===== config.mk =====
export PLATFORM = sky130hd
export DESIGN_NAME = ip_address_text_parser
export DESIGN_NICKNAME = d
export VERILOG_FILES = /design/src/hw/rtl/iatp_pkg.sv /design/src/hw/rtl/iatp_front.sv /design/src/hw/rtl/iatp_back.sv /design/src/hw/rtl/ip_address_text_parser.sv
export SDC_FILE = /design/constraint.sdc
export NUM_CORES = 2
export LEC_CHECK = 0
export CAP_MARGIN = 20
export CELL_PAD_IN_SITES_DETAIL_PLACEMENT = 0
export CELL_PAD_IN_SITES_GLOBAL_PLACEMENT = 1
export CORE_MARGIN = 5
export CORE_UTILIZATION = 40
export DETAILED_ROUTE_END_ITERATION = 10
export DONT_BUFFER_PORTS = 1
export MAX_ROUTING_LAYER = met4
export PLACE_DENSITY_LB_ADDON = 0.1
export SLEW_MARGIN = 40
export SYNTH_ARGS = -nofsm -noshare
export SYNTH_HDL_FRONTEND = slang
export SYNTH_SLANG_ARGS = --single-unit

===== constraint.sdc =====
create_clock -name clk -period 18.8 [get_ports clk]
set_input_delay 2.82 -clock clk [delete_from_list [all_inputs] [get_ports clk]]
set_output_delay 2.82 -clock clk [all_outputs]
set_load 0.1 [all_outputs]

===== src/hw/rtl/iatp_pkg.sv =====
// Shared types and constants for the IP address text parser.
// Holds the character class beat, parser phase enum and result beat.
// No dependencies.
package iatp_pkg;

    localparam logic [7:0] CH_NUL   = 8'h00;
    localparam logic [7:0] CH_DOT   = 8'h2E;
    localparam logic [7:0] CH_COLON = 8'h3A;
    localparam logic [7:0] CH_0     = 8'h30;
    localparam logic [7:0] CH_9     = 8'h39;
    localparam logic [7:0] CH_LA    = 8'h61;
    localparam logic [7:0] CH_LF    = 8'h66;
    localparam logic [7:0] CH_UA    = 8'h41;
    localparam logic [7:0] CH_UF    = 8'h46;

    localparam logic [4:0] WP_GROUP_MAX = 5'd14;
    localparam logic [4:0] WP_QUAD_MAX  = 5'd12;
    localparam logic [4:0] ADDR_BYTES   = 5'd16;
    localparam logic [7:0] OCTET_MAX    = 8'd255;

    typedef enum logic [2:0] {
        PH_START       = 3'd0,
        PH_LEAD_COLON  = 3'd1,
        PH_AFTER_GAP   = 3'd2,
        PH_IN_GROUP    = 3'd3,
        PH_AFTER_COLON = 3'd4,
        PH_IN_QUAD     = 3'd5
    } phase_t;

    typedef struct packed {
        logic       mode;
        logic       term;
        logic       dec_ok;
        logic       hex_ok;
        logic       dot;
        logic       colon;
        logic [3:0] nib;
    } cls_t;

    typedef struct packed {
        logic        ok;
        logic [63:0] addr_high;
        logic [63:0] addr_low;
    } result_t;

endpackage


===== src/hw/rtl/iatp_front.sv =====
// Front end: classifies each text byte and queues the class beat.
// Depends on iatp_pkg.
module iatp_front (
    input  logic          clk,
    input  logic          rst_n,
    input  logic          push,
    output logic          full,
    input  logic          mode,
    input  logic [7:0]    character,
    output logic          item_valid,
    output iatp_pkg::cls_t item,
    input  logic          item_take
);
    import iatp_pkg::*;

    cls_t       cls;
    logic [7:0] hex_off;
    cls_t       mem_reg [2];
    logic       wr_ptr_reg, wr_ptr_next;
    logic       rd_ptr_reg, rd_ptr_next;
    logic [1:0] cnt_reg, cnt_next;
    logic       push_ok, pop_ok;

    always_comb
    begin
        cls.mode   = mode;
        cls.term   = (character == CH_NUL);
        cls.dot    = (character == CH_DOT);
        cls.colon  = (character == CH_COLON);
        cls.dec_ok = (character inside {[CH_0:CH_9]});
        cls.hex_ok = 1'b1;
        hex_off    = 8'h00;
        if (character inside {[CH_0:CH_9]})
        begin
            hex_off = character - CH_0;
        end
        else if (character inside {[CH_LA:CH_LF]})
        begin
            hex_off = character - CH_LA + 8'd10;
        end
        else if (character inside {[CH_UA:CH_UF]})
        begin
            hex_off = character - CH_UA + 8'd10;
        end
        else
        begin
            cls.hex_ok = 1'b0;
        end
        cls.nib = hex_off[3:0];
    end

    assign full       = (cnt_reg == 2'd2);
    assign item_valid = (cnt_reg != 2'd0);
    assign item       = mem_reg[rd_ptr_reg];
    assign push_ok    = push && !full;
    assign pop_ok     = item_take && item_valid;

    always_comb
    begin
        wr_ptr_next = push_ok ? ~wr_ptr_reg : wr_ptr_reg;
        rd_ptr_next = pop_ok ? ~rd_ptr_reg : rd_ptr_reg;
        cnt_next    = cnt_reg + {1'b0, push_ok} - {1'b0, pop_ok};
    end

    always_ff @(posedge clk or negedge rst_n)
    begin
        if (!rst_n)
        begin
            wr_ptr_reg <= 1'b0;
            rd_ptr_reg <= 1'b0;
            cnt_reg    <= 2'd0;
        end
        else
        begin
            wr_ptr_reg <= wr_ptr_next;
            rd_ptr_reg <= rd_ptr_next;
            cnt_reg    <= cnt_next;
        end
    end

    always_ff @(posedge clk)
    begin
        if (push_ok)
        begin
            mem_reg[wr_ptr_reg] <= cls;
        end
    end

    a_cnt_range: assert property (@(posedge clk) disable iff (!rst_n)
        cnt_reg != 2'd3) else $error("front queue count out of range");
    a_full_push: assert property (@(posedge clk) disable iff (!rst_n)
        full && !pop_ok |=> cnt_reg == 2'd2) else $error("front queue lost an entry");
    a_ptr_sync: assert property (@(posedge clk) disable iff (!rst_n)
        (cnt_reg == 2'd0 || cnt_reg == 2'd2) |-> wr_ptr_reg == rd_ptr_reg)
        else $error("front queue pointers out of step");

endmodule


===== src/hw/rtl/iatp_back.sv =====
// Back end: parser state machine, address finish stage and result queue.
// Depends on iatp_pkg.
module iatp_back (
    input  logic           clk,
    input  logic           rst_n,
    input  logic           item_valid,
    input  iatp_pkg::cls_t item,
    output logic           item_take,
    output logic           empty,
    input  logic           pop,
    output logic           ok,
    output logic [63:0]    addr_high,
    output logic [63:0]    addr_low
);
    import iatp_pkg::*;

    // parser state
    logic [7:0]  bytes_reg [16];
    logic [7:0]  bytes_next [16];
    logic [4:0]  wp_reg, wp_next;
    logic        gap_reg, gap_next;
    logic [4:0]  gpos_reg, gpos_next;
    logic [15:0] gh_reg, gh_next;
    logic [7:0]  dec_reg, dec_next;
    logic [2:0]  dc_reg, dc_next;
    logic        lz_reg, lz_next;
    logic [2:0]  qp_reg, qp_next;
    phase_t      phase_reg, phase_next;
    logic        failed_reg, failed_next;
    logic        fam_reg, fam_next;

    // finish stage
    logic        f_valid_reg, f_valid_next;
    logic        f_good_reg;
    logic        f_fam_reg;
    logic        f_gap_reg;
    logic [4:0]  f_gpos_reg;
    logic [4:0]  f_wp_reg;
    logic [7:0]  f_bytes_reg [16];
    logic        fin_good;
    logic [4:0]  fin_wp;
    logic [7:0]  fin_bytes [16];

    // result queue
    result_t     oq_reg [2];
    logic        oq_wr_reg, oq_rd_reg;
    logic [1:0]  oq_cnt_reg;
    logic        oq_full, f_ready, f_move, pop_ok;
    result_t     f_res;

    phase_t      eph;
    logic        start_colon;
    logic        cg;
    logic [3:0]  qidx;
    logic [11:0] dmul;
    logic [10:0] g2q_v;
    logic        g2q_bad;
    logic [3:0]  nib0, nib1, nib2;

    assign oq_full   = (oq_cnt_reg == 2'd2);
    assign f_ready   = !f_valid_reg || !oq_full;
    assign f_move    = f_valid_reg && !oq_full;
    assign item_take = item_valid && (!item.term || f_ready);
    assign pop_ok    = pop && (oq_cnt_reg != 2'd0);

    assign start_colon = (phase_reg == PH_START) && item.mode && item.colon;
    assign eph = (phase_reg != PH_START) ? phase_reg
               : (item.mode ? PH_IN_GROUP : PH_IN_QUAD);

    assign cg   = (dc_reg != 3'd0) && !(lz_reg && dc_reg > 3'd1);
    assign qidx = wp_reg[3:0] + {1'b0, qp_reg};
    assign dmul = {4'd0, dec_reg} * 12'd10 + {8'd0, item.nib};
    assign nib0 = gh_reg[3:0];
    assign nib1 = gh_reg[7:4];
    assign nib2 = gh_reg[11:8];

    always_comb
    begin
        case (dc_reg)
            3'd1:    g2q_v = {7'd0, nib0};
            3'd2:    g2q_v = {7'd0, nib1} * 11'd10 + {7'd0, nib0};
            default: g2q_v = {7'd0, nib2} * 11'd100 + {7'd0, nib1} * 11'd10
                             + {7'd0, nib0};
        endcase
        g2q_bad = (dc_reg == 3'd0) || (dc_reg > 3'd3) || (wp_reg > WP_QUAD_MAX)
                || (nib0 > 4'd9)
                || (dc_reg >= 3'd2 && nib1 > 4'd9)
                || (dc_reg >= 3'd3 && nib2 > 4'd9)
                || (dc_reg == 3'd2 && nib1 == 4'd0)
                || (dc_reg == 3'd3 && nib2 == 4'd0)
                || (g2q_v > {3'd0, OCTET_MAX});
    end

    // next phase
    always_comb
    begin
        phase_next = phase_reg;
        if (item_take)
        begin
            if (item.term)
            begin
                phase_next = PH_START;
            end
            else if (start_colon)
            begin
                phase_next = PH_LEAD_COLON;
            end
            else if (!failed_reg)
            begin
                case (eph)
                    PH_LEAD_COLON:  phase_next = PH_AFTER_GAP;
                    PH_AFTER_GAP,
                    PH_AFTER_COLON,
                    PH_IN_GROUP:
                    begin
                        if (item.colon)
                        begin
                            phase_next = (eph == PH_IN_GROUP) ? PH_AFTER_COLON
                                                             : PH_AFTER_GAP;
                        end
                        else if (item.dot && !item.hex_ok)
                        begin
                            phase_next = PH_IN_QUAD;
                        end
                        else
                        begin
                            phase_next = PH_IN_GROUP;
                        end
                    end
                    PH_IN_QUAD:     phase_next = PH_IN_QUAD;
                    default:        phase_next = phase_reg;
                endcase
            end
        end
    end

    // datapath and status
    always_comb
    begin
        logic do_grp;
        do_grp      = 1'b0;
        bytes_next  = bytes_reg;
        wp_next     = wp_reg;
        gap_next    = gap_reg;
        gpos_next   = gpos_reg;
        gh_next     = gh_reg;
        dec_next    = dec_reg;
        dc_next     = dc_reg;
        lz_next     = lz_reg;
        qp_next     = qp_reg;
        failed_next = failed_reg;
        fam_next    = fam_reg;
        fin_good    = 1'b0;
        fin_wp      = wp_reg;
        fin_bytes   = bytes_reg;

        if (!failed_reg && phase_reg != PH_START)
        begin
            if (!fam_reg)
            begin
                if (phase_reg == PH_IN_QUAD && qp_reg == 3'd3 && cg)
                begin
                    fin_good = 1'b1;
                    fin_bytes[qidx] = dec_reg;
                end
            end
            else
            begin
                case (phase_reg)
                    PH_AFTER_GAP: fin_good = 1'b1;
                    PH_IN_GROUP:
                    begin
                        if (wp_reg <= WP_GROUP_MAX)
                        begin
                            fin_good = 1'b1;
                            fin_bytes[wp_reg[3:0]]        = gh_reg[15:8];
                            fin_bytes[wp_reg[3:0] + 4'd1] = gh_reg[7:0];
                            fin_wp = wp_reg + 5'd2;
                        end
                    end
                    PH_IN_QUAD:
                    begin
                        if (qp_reg == 3'd3 && cg)
                        begin
                            fin_good = 1'b1;
                            fin_bytes[qidx] = dec_reg;
                            fin_wp = wp_reg + 5'd4;
                        end
                    end
                    default: fin_good = 1'b0;
                endcase
            end
        end

        if (item_take)
        begin
            if (item.term)
            begin
                for (int i = 0; i < 16; i++)
                begin
                    bytes_next[i] = 8'h00;
                end
                wp_next     = 5'd0;
                gap_next    = 1'b0;
                gpos_next   = 5'd0;
                gh_next     = 16'h0000;
                dec_next    = 8'h00;
                dc_next     = 3'd0;
                lz_next     = 1'b0;
                qp_next     = 3'd0;
                failed_next = 1'b0;
            end
            else
            begin
                if (phase_reg == PH_START)
                begin
                    fam_next = item.mode;
                end
                if (!failed_reg && !start_colon)
                begin
                    case (eph)
                        PH_LEAD_COLON:
                        begin
                            if (item.colon)
                            begin
                                gap_next  = 1'b1;
                                gpos_next = 5'd0;
                            end
                            else
                            begin
                                failed_next = 1'b1;
                            end
                        end
                        PH_AFTER_GAP:
                        begin
                            if (item.colon)
                            begin
                                failed_next = 1'b1;
                            end
                            else
                            begin
                                do_grp = 1'b1;
                            end
                        end
                        PH_AFTER_COLON:
                        begin
                            if (item.colon)
                            begin
                                if (gap_reg)
                                begin
                                    failed_next = 1'b1;
                                end
                                else
                                begin
                                    gap_next  = 1'b1;
                                    gpos_next = wp_reg;
                                end
                            end
                            else
                            begin
                                do_grp = 1'b1;
                            end
                        end
                        PH_IN_GROUP: do_grp = 1'b1;
                        PH_IN_QUAD:
                        begin
                            if (item.dec_ok)
                            begin
                                if (dc_reg == 3'd0)
                                begin
                                    lz_next = (item.nib == 4'd0);
                                end
                                dc_next = dc_reg + 3'd1;
                                if (dc_reg >= 3'd3 || dmul > {4'd0, OCTET_MAX})
                                begin
                                    failed_next = 1'b1;
                                end
                                else
                                begin
                                    dec_next = dmul[7:0];
                                end
                            end
                            else if (item.dot)
                            begin
                                if (cg)
                                begin
                                    bytes_next[qidx] = dec_reg;
                                end
                                dec_next = 8'h00;
                                dc_next  = 3'd0;
                                lz_next  = 1'b0;
                                if (!cg || qp_reg >= 3'd3)
                                begin
                                    failed_next = 1'b1;
                                end
                                else
                                begin
                                    qp_next = qp_reg + 3'd1;
                                end
                            end
                            else
                            begin
                                failed_next = 1'b1;
                            end
                        end
                        default: failed_next = 1'b1;
                    endcase
                end
                if (do_grp)
                begin
                    if (item.hex_ok)
                    begin
                        if (dc_reg >= 3'd4)
                        begin
                            failed_next = 1'b1;
                        end
                        else
                        begin
                            gh_next = {gh_reg[11:0], item.nib};
                            dc_next = dc_reg + 3'd1;
                        end
                    end
                    else if (item.dot)
                    begin
                        if (g2q_bad)
                        begin
                            failed_next = 1'b1;
                        end
                        else
                        begin
                            bytes_next[wp_reg[3:0]] = g2q_v[7:0];
                            qp_next  = 3'd1;
                            gh_next  = 16'h0000;
                            dc_next  = 3'd0;
                            dec_next = 8'h00;
                            lz_next  = 1'b0;
                        end
                    end
                    else if (item.colon)
                    begin
                        if (wp_reg > WP_GROUP_MAX)
                        begin
                            failed_next = 1'b1;
                        end
                        else
                        begin
                            bytes_next[wp_reg[3:0]]        = gh_reg[15:8];
                            bytes_next[wp_reg[3:0] + 4'd1] = gh_reg[7:0];
                            wp_next = wp_reg + 5'd2;
                            gh_next = 16'h0000;
                            dc_next = 3'd0;
                        end
                    end
                    else
                    begin
                        failed_next = 1'b1;
                    end
                end
            end
        end
    end

    always_ff @(posedge clk or negedge rst_n)
    begin
        if (!rst_n)
        begin
            for (int i = 0; i < 16; i++)
            begin
                bytes_reg[i] <= 8'h00;
            end
            wp_reg     <= 5'd0;
            gap_reg    <= 1'b0;
            gpos_reg   <= 5'd0;
            gh_reg     <= 16'h0000;
            dec_reg    <= 8'h00;
            dc_reg     <= 3'd0;
            lz_reg     <= 1'b0;
            qp_reg     <= 3'd0;
            phase_reg  <= PH_START;
            failed_reg <= 1'b0;
            fam_reg    <= 1'b0;
        end
        else
        begin
            bytes_reg  <= bytes_next;
            wp_reg     <= wp_next;
            gap_reg    <= gap_next;
            gpos_reg   <= gpos_next;
            gh_reg     <= gh_next;
            dec_reg    <= dec_next;
            dc_reg     <= dc_next;
            lz_reg     <= lz_next;
            qp_reg     <= qp_next;
            phase_reg  <= phase_next;
            failed_reg <= failed_next;
            fam_reg    <= fam_next;
        end
    end

    // finish stage: holds the closed-out string while the parser moves on
    assign f_valid_next = (item_take && item.term) ? 1'b1
                        : (f_move ? 1'b0 : f_valid_reg);

    always_ff @(posedge clk or negedge rst_n)
    begin
        if (!rst_n)
        begin
            f_valid_reg <= 1'b0;
        end
        else
        begin
            f_valid_reg <= f_valid_next;
        end
    end

    always_ff @(posedge clk)
    begin
        if (item_take && item.term)
        begin
            f_good_reg  <= fin_good;
            f_fam_reg   <= fam_reg;
            f_gap_reg   <= gap_reg;
            f_gpos_reg  <= gpos_reg;
            f_wp_reg    <= fin_wp;
            f_bytes_reg <= fin_bytes;
        end
    end

    // gap expansion: groups after the gap slide to the end of the address
    always_comb
    begin
        logic [7:0] xb [16];
        logic       okv;
        logic [5:0] jw;
        okv = f_good_reg;
        for (int j = 0; j < 16; j++)
        begin
            jw = 6'(j) + {1'b0, f_wp_reg};
            if (!f_gap_reg || 5'(j) < f_gpos_reg)
            begin
                xb[j] = f_bytes_reg[j];
            end
            else if (jw >= 6'd16 + {1'b0, f_gpos_reg})
            begin
                xb[j] = f_bytes_reg[jw[3:0]];
            end
            else
            begin
                xb[j] = 8'h00;
            end
        end
        if (f_fam_reg)
        begin
            if (f_gap_reg)
            begin
                okv = f_good_reg && (f_wp_reg < ADDR_BYTES) && (f_gpos_reg <= f_wp_reg);
            end
            else
            begin
                okv = f_good_reg && (f_wp_reg == ADDR_BYTES);
            end
        end
        f_res.ok = okv;
        if (!okv)
        begin
            f_res.addr_high = 64'd0;
            f_res.addr_low  = 64'd0;
        end
        else if (!f_fam_reg)
        begin
            f_res.addr_high = 64'd0;
            f_res.addr_low  = {32'd0, xb[0], xb[1], xb[2], xb[3]};
        end
        else
        begin
            f_res.addr_high = {xb[0], xb[1], xb[2], xb[3], xb[4], xb[5], xb[6], xb[7]};
            f_res.addr_low  = {xb[8], xb[9], xb[10], xb[11], xb[12], xb[13], xb[14],
                               xb[15]};
        end
    end

    // result queue
    always_ff @(posedge clk or negedge rst_n)
    begin
        if (!rst_n)
        begin
            oq_wr_reg  <= 1'b0;
            oq_rd_reg  <= 1'b0;
            oq_cnt_reg <= 2'd0;
        end
        else
        begin
            oq_wr_reg  <= f_move ? ~oq_wr_reg : oq_wr_reg;
            oq_rd_reg  <= pop_ok ? ~oq_rd_reg : oq_rd_reg;
            oq_cnt_reg <= oq_cnt_reg + {1'b0, f_move} - {1'b0, pop_ok};
        end
    end

    always_ff @(posedge clk)
    begin
        if (f_move)
        begin
            oq_reg[oq_wr_reg] <= f_res;
        end
    end

    assign empty     = (oq_cnt_reg == 2'd0);
    assign ok        = oq_reg[oq_rd_reg].ok;
    assign addr_high = oq_reg[oq_rd_reg].addr_high;
    assign addr_low  = oq_reg[oq_rd_reg].addr_low;

    a_oq_range: assert property (@(posedge clk) disable iff (!rst_n)
        oq_cnt_reg != 2'd3) else $error("result queue count out of range");
    a_f_hold: assert property (@(posedge clk) disable iff (!rst_n)
        f_valid_reg && oq_full |=> f_valid_reg) else $error("finish stage dropped a result");
    a_wp_even: assert property (@(posedge clk) disable iff (!rst_n)
        !wp_reg[0]) else $error("write position odd");
    a_gap_v6: assert property (@(posedge clk) disable iff (!rst_n)
        gap_reg |-> fam_reg) else $error("gap marked in IPv4 string");

endmodule


===== src/hw/rtl/ip_address_text_parser.sv =====
// Top level of the IP address text parser.
// Instantiates iatp_front and iatp_back; depends on iatp_pkg.
//
// Usage:
//   Input channel is a queue write side: drive mode and character with push;
//   a beat is taken on a clock edge where push is high and full is low. Each
//   beat is one byte of address text; a zero byte ends the string. mode is
//   taken from the first byte of each string (0 IPv4, 1 IPv6).
//   Result channel is a queue read side: while empty is low, ok, addr_high
//   and addr_low show the oldest result; it is taken when pop is high.
//   One result comes out per zero byte; ok low means malformed text and the
//   address fields are then zero.
// Throughput: one byte per cycle, sustained, as long as results are drained.
// Path: a terminating byte, once taken, moves from the front queue into the
//   parser and finish stage, then from the finish stage with gap expansion
//   into the result queue. The front and result queues are two deep each.
// Stall: when the result queue fills, the finish stage holds, the parser
//   stops taking terminators, and the front queue backs up to full. Bytes
//   other than terminators keep flowing until a terminator blocks.
// Reset: rst_n low empties all queues and returns the parser to the start of
//   a string; no clearing pass is needed.
module ip_address_text_parser (
    input  logic        clk,
    input  logic        rst_n,
    input  logic        push,
    output logic        full,
    input  logic        mode,
    input  logic [7:0]  character,
    output logic        empty,
    input  logic        pop,
    output logic        ok,
    output logic [63:0] addr_high,
    output logic [63:0] addr_low
);
    import iatp_pkg::*;

    cls_t item;
    logic item_valid;
    logic item_take;

    // classify and queue incoming bytes
    iatp_front u_front (
        .clk        (clk),
        .rst_n      (rst_n),
        .push       (push),
        .full       (full),
        .mode       (mode),
        .character  (character),
        .item_valid (item_valid),
        .item       (item),
        .item_take  (item_take)
    );

    // parse, finish and queue results
    iatp_back u_back (
        .clk        (clk),
        .rst_n      (rst_n),
        .item_valid (item_valid),
        .item       (item),
        .item_take  (item_take),
        .empty      (empty),
        .pop        (pop),
        .ok         (ok),
        .addr_high  (addr_high),
        .addr_low   (addr_low)
    );

endmodule


==> impl_metrics.toml <==
[run_status]
status = "finished clean"

[setup_path]
r2r_slack_ns = 13.16
crit_chain = "buf_4 -> buf_12 -> buf_4 -> mux2_2"
cpMostUsedCell = "buf_4"
r2r-end = "u_back.bytes_reg[76]"
required_ns = 15.98
crit_type = "register to output pin"
crit_arrival_ns = 3.20
critPathSlowestCell = "buf_4"
worstPathMaxFanout = 61
timing.rr.start = "u_back.gh_reg[7]"
cpPeakStageDelay_ns = 0.67
r2r.worst_path.cells = 16
critPathCaptureType = "output pin"
startpoint_type = "register"

[timing]
grt_setup_unrepaired = "false"
slew_viol_final = 0
max_freq_mhz = 166
slew_headroom = 0.395
setup_violations = 0
period_share = 0.320
tns_ns = 0
finalHoldViolCount = 0
skew_ns = 0.0252
hold_slack_ns = 0.443
period_minus_slack_ns = 6.02
tightest_slew_ns = 0.907

[power_and_ir_drop]
total_power_mw = 9.25
ir_worst_vdd_v = 0.000260
powerDensity_mw_per_mm2 = 201
leakagePower_nw = 17.2

[hold_path]
holdPathEnd = "u_back.f_gpos_reg[2]"
holdPathStages = 0
hp-start = "u_back.gpos_reg[2]"
min_path_type = "register to register"

[yosys]
synth_common_cells = "nand2_1, edfxtp_1, o21ai_0"
syn-mean-instance-area_um2 = 9.76
synthTopCellsByArea = "edfxtp_1, dfrtp_1, mux4_2"
yosysUniqueCellTypes = 88
synth_edf_count = 418
ys_seq_elements = 601
postSynthCellCount = 4313
seq_area_frac_synth = 0.407
syn_area_mm2 = 0.0421
synth_nets = 4480
synth_top_area_share = 0.298
synth_area_leader_cell = "edfxtp_1"
synthArstFlopShare = 0.304
yosysWarnings = 0
ys.flop_type = "edfxtp_1"
synth.most_common_cell = "nand2_1"

[floorplanning]
die_x_um = 334
die_h_um = 334
num_rows = 119
initial_core_util = 0.401
dieArea_mm2 = 0.112
core_area_mm2 = 0.105
ios = 144

[placement]
gp_congestion = 0.915
placed_cells = 5456
dp_hpwl_mm = 111
io_buffers = 0

[cells_and_area]
syn_to_final_growth_pct = 9.44
seq_area_mm2 = 0.0171
fin_cells = 5591
multi_input_area_mm2 = 0.0236
largest_reg_flops = 258
drive_gt1_frac = 0.136
fillerInstances = 9954
fin_nets = 4308

[global_routing]
overflow = 0
grt_pass1_wl_mm = 238
grt_use_total = 0.289
grt_pass1_vias = 33284
grt_max_degree = 184
antenna_found_initial = 3

[routing]
ant_nets = 0
drt_wl_total_mm = 162
wl_per_cell_um = 28.9
via_per_inst = 6.33
via_count = 35418
first_iter_violations = 3758
drc_errors = 0
drt_pre_antenna_iters = 5

[clocking]
cts_tree = "built"
numCtsBuffers = 72
clock_latency_ns = 0.64
htreeDepth = 3
post_cts_buffers = 0
ctsResizeCount = 0
clock-sinks = 601
clkTransAtPathRegs_ns = 0.06
ctsHoldBuffers = 0
clockRootBuffer = "clkbuf_16"
cts_buffer_depth = 3

[job]
maxCapViolations = 0
-- how the worst max path moves through the flow --
stage | startpoint | to | cells after the start
after floorplan | u_front.rd_ptr_reg | u_back.gpos_reg[0] | 5
after global placement | u_back.gh_reg[6] | u_back.bytes_reg[77] | 15
after detailed placement | u_back.oq_rd_reg | addr_high[31] | 3
after CTS | u_back.oq_rd_reg | addr_high[31] | 3
after global routing | u_back.oq_rd_reg | addr_high[40] | 4
final | u_back.oq_rd_reg | addr_high[40] | 4
-- layout make-up --
class                   instances  area share
inverters                      92     0.00758
multi-input cells            3276       0.512
clock buffers                  92      0.0433
repair buffers                 98      0.0182
clock inverters                40     0.00924
diodes                          1   0.0000543
flip-flops and latches        601       0.372
well taps                    1391      0.0378
-- report_power, final --
group	switching, mW	internal, mW	total (mW)	leakage [nW]
Combinational	3.76	1.61	5.37	9.55
Sequential	0.483	1.96	2.45	6.52
Clock	0.582	0.851	1.43	1.17
-- cells in the final DEF, fill, tap and decap left out, types with 19 or more instances in the layout --
cell	count
o21a_1	20
nor2_1	252
mux4_2	108
o211a_1	20
a22oi_1	120
nand2_1	546
a211oi_1	25
a2bb2oi_1	54
a31oi_1	33
a21o_1	67
nor3_1	27
and2_1	45
ha_1	145
o22a_1	32
edfxtp_1	418
xnor2_1	32
mux2_2	141
nor2b_1	36
clkbuf_16	76
o221ai_1	56
mux2i_1	213
a221oi_1	19
inv_1	83
o211ai_1	26
o21ai_0	386
a22o_1	117
buf_4	86
a21oi_1	339
o22ai_1	69
dfrtp_1	171
nand3_1	75
-- layer usage --
metal	up-vias	global-route usage	part of all wire
met4	0	0.0887	0.033
li1	16044	-	-
met3	275	0.0470	0.077
met2	1476	0.428	0.44
met1	17623	0.410	0.45
met5	-	-	0
-- logic make-up (layout without fill, tap and decap cells) --
logic type	count (synthesis)	count (layout)	share of synthesized area
other	1	2	0.0000891
adder cells (fa/ha/maj)	154	154	0.0472
buffers and inverters	436	322	0.0400
AO/OA/AOI/OAI	1514	1514	0.235
multiplexers	466	466	0.148
flip-flops	601	601	0.407
XOR/XNOR	50	50	0.0104
AND/OR/NAND/NOR	1091	1091	0.112
-- worst max-delay path: cells and delay by family, from the launching register on --
family	cells	cell delay (ns)
buf+inv	3	1.27
mux	1	0.66
flops	1	0.53
-- per-stage QoR --
stage	setup slack (ns)	util	area (um2)
6_report	12.78	0.439	46100
5_1_grt	12.64	0.439	46100
4_1_cts	12.53	0.438	46000
3_5_place_dp	13.22	0.415	43500
3_3_place_gp	13.18	0.413	43300
2_1_floorplan	5.43	-	42100
Power figures use the tool's default switching activity.
